<file path="src/hdl/mkris_pkg.sv">
`timescale 1ns / 1ps
// ---------------------------------------------------------------------------
// mkris_pkg
// Shared constants, record type and key compare for the record sorter.
// ---------------------------------------------------------------------------
package mkris_pkg;

    localparam int STORE_DEPTH = 32;

    localparam int W_SURNAME = 64;
    localparam int W_JOB     = 64;
    localparam int W_DAY     = 5;
    localparam int W_MONTH   = 4;
    localparam int W_YEAR    = 14;
    localparam int W_EXP     = 7;
    localparam int W_SALARY  = 24;

    typedef struct packed {
        logic [W_SURNAME-1:0] surname;
        logic [W_JOB-1:0]     job_title;
        logic [W_DAY-1:0]     birth_day;
        logic [W_MONTH-1:0]   birth_month;
        logic [W_YEAR-1:0]    birth_year;
        logic [W_EXP-1:0]     experience;
        logic [W_SALARY-1:0]  salary;
    } t_record;

    // Per-cycle command broadcast to every cell
    typedef struct packed {
        logic ins;    // insert the broadcast record
        logic shift;  // drain: move every record one cell toward cell 0
    } t_cell_ctl;

    // What a cell shows its neighbors
    typedef struct packed {
        logic    valid;
        logic    take;   // cell is taking part in the current insert shift
        t_record rec;
    } t_link;

    // True when stored record a sorts strictly after new record b.
    function automatic logic rec_after(input t_record a, input t_record b);
        logic [W_SURNAME+W_EXP+W_YEAR-1:0] ka;
        logic [W_SURNAME+W_EXP+W_YEAR-1:0] kb;
        ka = {a.surname, a.experience, a.birth_year};
        kb = {b.surname, b.experience, b.birth_year};
        return ka > kb;
    endfunction

endpackage

</file>
<file path="src/hdl/mkris_cell.sv">
`timescale 1ns / 1ps
// ---------------------------------------------------------------------------
// mkris_cell
// One slot of the sorting chain: holds a record, compares it with the
// broadcast record and shifts toward either neighbor.
// ---------------------------------------------------------------------------
module mkris_cell (
    input  logic                 i_clk,
    input  logic                 i_rst_n,
    input  mkris_pkg::t_cell_ctl i_ctl,
    input  mkris_pkg::t_record   i_new,
    input  mkris_pkg::t_link     i_prev,
    input  mkris_pkg::t_link     i_next,
    output mkris_pkg::t_link     o_link
);
    import mkris_pkg::*;

    logic    r_valid;
    t_record r_rec;
    logic    w_after;
    logic    w_take;

    assign w_after = r_valid && rec_after(r_rec, i_new);
    // first empty cell takes too; empty cells past it stay out
    assign w_take  = w_after || (!r_valid && i_prev.valid);

    always_ff @(posedge i_clk) begin
        if (!i_rst_n) begin
            r_valid <= 1'b0;
        end else if (i_ctl.ins && w_take) begin
            r_valid <= 1'b1;
        end else if (i_ctl.shift) begin
            r_valid <= i_next.valid;
        end
    end

    always_ff @(posedge i_clk) begin
        if (i_ctl.ins && w_take) begin
            r_rec <= i_prev.take ? i_prev.rec : i_new;
        end else if (i_ctl.shift) begin
            r_rec <= i_next.rec;
        end
    end

    assign o_link.valid = r_valid;
    assign o_link.take  = w_take;
    assign o_link.rec   = r_rec;
endmodule

</file>
<file path="config.mk">
export PLATFORM = sky130hd
export DESIGN_NAME = mkris_cell
export DESIGN_NICKNAME = d
export VERILOG_FILES = /design/src/hdl/mkris_pkg.sv /design/src/hdl/mkris_cell.sv
export SDC_FILE = /design/constraint.sdc
export NUM_CORES = 1
export LEC_CHECK = 0
export ABC_CLOCK_PERIOD_IN_PS = 6400
export BUFFER_PORTS_ARGS = -buffer_cell sky130_fd_sc_hd__buf_2
export CORE_AREA = 2 2 288 290
export CTS_BUF_LIST = sky130_fd_sc_hd__clkbuf_8
export DETAILED_ROUTE_END_ITERATION = 6
export DIE_AREA = 0 0 290 292
export HOLD_SLACK_MARGIN = 0.15
export PLACE_DENSITY = 0.5
export SETUP_SLACK_MARGIN = 0.05
export SYNTH_ARGS = -nofsm -noshare
export SYNTH_HDL_FRONTEND = slang
export SYNTH_SLANG_ARGS = --single-unit
</file>
<file path="constraint.sdc">
create_clock -name i_clk -period 6.4 [get_ports i_clk]
set_input_delay 0.32 -clock i_clk [delete_from_list [all_inputs] [get_ports i_clk]]
set_output_delay 0.32 -clock i_clk [all_outputs]
set_load 0.01 [all_outputs]
</file>
==> impl_results.md <==
- Outcome: complete, no violations
- Post-synthesis area per instance: between 8 and 9 µm²
- Hold path depth: 4
- TritonCTS Sinks: 183
- Reg2Reg Depth: 11
- Synth top area share: 38.00%
- Max layer used: met5
- Worst reg2reg startpoint: o_link[181]
- DR DRC count: 0
- Multiplexer share of the synthesized area: under 10%
- All-layer global routing usage: 16.55%
- FMAX: roughly 0.21 GHz
- Arr. time, crit path: between 5 and 6 ns
- Max VDD drop: 0.0001262 V
- H-tree depth: 4
- Area grow syn2layout: 47.77%
- Synth Register Bits: around 180
- FF-to-FF End: o_link[105]
- Worst Path Required: about 6.7 ns
- Simple logic cell fraction of the synthesized area: between 15 and 20%
- Die area: 84680 µm²
- Clk_skew: about 0.027 ns
- Post-synthesis async set-or-reset flop share: 0%
- Share of layout cells above drive strength 1: roughly 36%
- Seq/Total Area, Yosys: 38.14%
- RSZ-0062 raised after global routing: false
- Non-filler instance count after layout: roughly 3.5k
- Main combinational cell family by area after synthesis: compound AO/OA/AOI/OAI gates
- Leading area contributor after synthesis: edfxtp_1
- GP Congestion: ~0.91
- Pwr Density: approximately 200 nW/µm²
- Core Rows: around 110
- WL per Instance: about 20 µm
- Netlist cell types: 37
- HPWL after DPL: roughly 53 mm
- Syn Inst Count: about 1.6k
- Setup crit start kind: flip-flop
- Nets: between 3k and 4k
- Fin crit period: about 4.8 ns
- EDFF count, synth: between 150 and 200
- Met2 wire length: between 30 and 40 mm
- HP Class: input pin to flip-flop
- Initial Util: 17.63%
- Hold Path End: o_link[47]
- Total gr overflow: 0
- First-pass GRT wire length: roughly 110 mm
- Max_slew headroom: between 30% and 40%
- Worst-margin pin slew: 0.9598 ns
- Crit path kind: flip-flop to flip-flop
- DRC marker count from the first detailed-route iteration: between 700 and 800
- Setup violators final: 0
- DR pass1 iterations: 5
- Routed WL: approximately 73 mm
- Worst hold start: i_prev[47]
- Leakage power: 8.981 nW
- Root Buffer: clkbuf_8
- Synth warn: 0
- Final Hold Viols: 0
- Initial antenna violation count: 13
- Met1 wire length: between 20 and 30 mm
- Syn Nets: 2286
- Core Box Area: 81580 µm²
- Placed insts: roughly 3.3k
- Vias per std cell: around 4.7
- CTS tree: yes
- Routed Antenna Nets: 0
- Largest net degree at the start of global routing: around 130
- Total CTS buffers: 17
- Reg-to-reg slack, setup: 1.61 ns
- Clk Latency, worst-skew pair: 0.57 ns
- IO buf count: between 700 and 800
- Routed vias: about 17k
- Max cap viols: 0
- Metal3 WL: 5.429 mm
- Synth Flop Type: edfxtp_1
- Setup TNS: 0 ns
- Adder and majority cell fraction of the synthesized area: under 10%
- Synthesized area: ~14000 µm²
- Top post-synthesis cells by area: edfxtp_1, a211oi_1, o22ai_1, mux2_2, ha_1
- Die X: approximately 290 µm
- Synth Area in XOR/XNOR: 0%
- IO Pins: ~740
- Post-CTS Setup Bufs: 0
- Die Ht: just under 300 µm
- Crit path max fanout: 57
- Clock transition at path regs: 0.12 ns
- Vias in the first global route: roughly 16k
- Synth Area in Compound Gates: a little under a quarter
- Period Utilization, post-route: ~75%
- Worst setup EP type: flip-flop
- Clock tree buffer depth: 2
- Final-report max-slew violation count: 0
[layer usage]
layer  track usage, %  up-vias
li1                 -     7931
met1            19.40     7750
met2            28.95      791
met3            3.897       91
met4            6.771        6
met5                0        -
[repair_timing]
action	in CTS	in global routing
gates resized for setup	0	0
hold endpoints to repair	183	0
hold buffers	184	0
endpoints found under the setup margin	0	0
[cell usage after synthesis (all sizes together) (33+ instances only)]
| master | n |
|---|---|
| nor2 | 186 |
| nor3 | 186 |
| a211oi | 183 |
| o22ai | 183 |
| edfxtp | 182 |
| clkbuf | 129 |
| nand2 | 112 |
| mux2 | 98 |
| o21ai | 96 |
| inv | 86 |
| ha | 85 |
| a21oi | 33 |
[final cells by class]
type                    instances  area, µm²
inverters                      86      322.8
diodes                          7      17.52
multi-input cells            1225       7904
well taps                    1070       1339
repair buffers                946       5818
clock buffers                  17      234.0
fillers                      8986      60330
clock inverters                15      135.1
flip-flops and latches        183       5485
[worst max-delay path by stage]
stage / start / end / slack, ns / depth (start not counted)
final: o_link[181] / o_link[105] / 1.61 / 11
after global routing: o_link[181] / o_link[105] / 1.40 / 11
after CTS: o_link[181] / o_link[105] / 1.58 / 11
after detailed placement: i_new[181] / o_link[105] / 1.55 / 13
after global placement: i_new[181] / o_link[105] / 1.58 / 13
after floorplan: o_link[153] / o_link[0] / 1.36 / 10
[placed cells by master, fill, tap and decap left out, drive strengths merged, types with 7 or more instances in the layout]
master,count
a211oi,183
a21oi,33
and4,11
buf,762
clkbuf,17
clkinv,8
diode,7
dlygate4sd3,184
edfxtp,182
ha,85
inv,93
mux2,98
nand2,112
nand3,12
nand4,10
nor2,186
nor3,186
o21ai,96
o22ai,183
[report_power, final]
group | total, mW | switching (mW) | internal, mW
logic | 1.70 | 1.04 | 0.667
clock network | 0.848 | 0.563 | 0.285
registers | 1.65 | 0.0878 | 1.56
total | 4.20 | 1.69 | 2.52
[flip-flops by register name, indices dropped and copies added (netlist names)]
register / cells
o_link: 182
r_valid: 1
[per-stage QoR]
stage / utilization, % / hold slack, ns / power, mW / cell area (µm²) / worst slack [ns]
after floorplan: - / 0.4375 / 2.570 / 14390 / 1.364
after global placement: 23.32 / 0.5320 / 3.297 / 19030 / 1.578
after detailed placement: 23.32 / 0.5348 / 3.309 / 19030 / 1.549
after CTS: 26.03 / 0.1690 / 4.291 / 21240 / 1.584
after global routing: 26.04 / 0.2222 / 4.463 / 21250 / 1.399
final: 26.05 / 0.2742 / 4.205 / 21260 / 1.615
[logic make-up after synthesis]
kind of cell | count (synthesis)
mux | 99
fa+ha+maj | 85
simple gates | 525
compound gates | 516
flops | 183
buf+inv | 239
[worst max-delay path: stages (launching register included)]
cell      delay, ns
edfxtp_1       0.41
ha_1           0.41
nand4_1        0.23
and4bb_2       0.34
nand2_1        0.09
nor3_1         0.08
a21boi_0       0.51
o21a_4         0.45
buf_4          0.66
buf_4          0.68
o22ai_1        0.15
nor3_1         0.34
No activity file was read; power rests on OpenSTA's default activity.
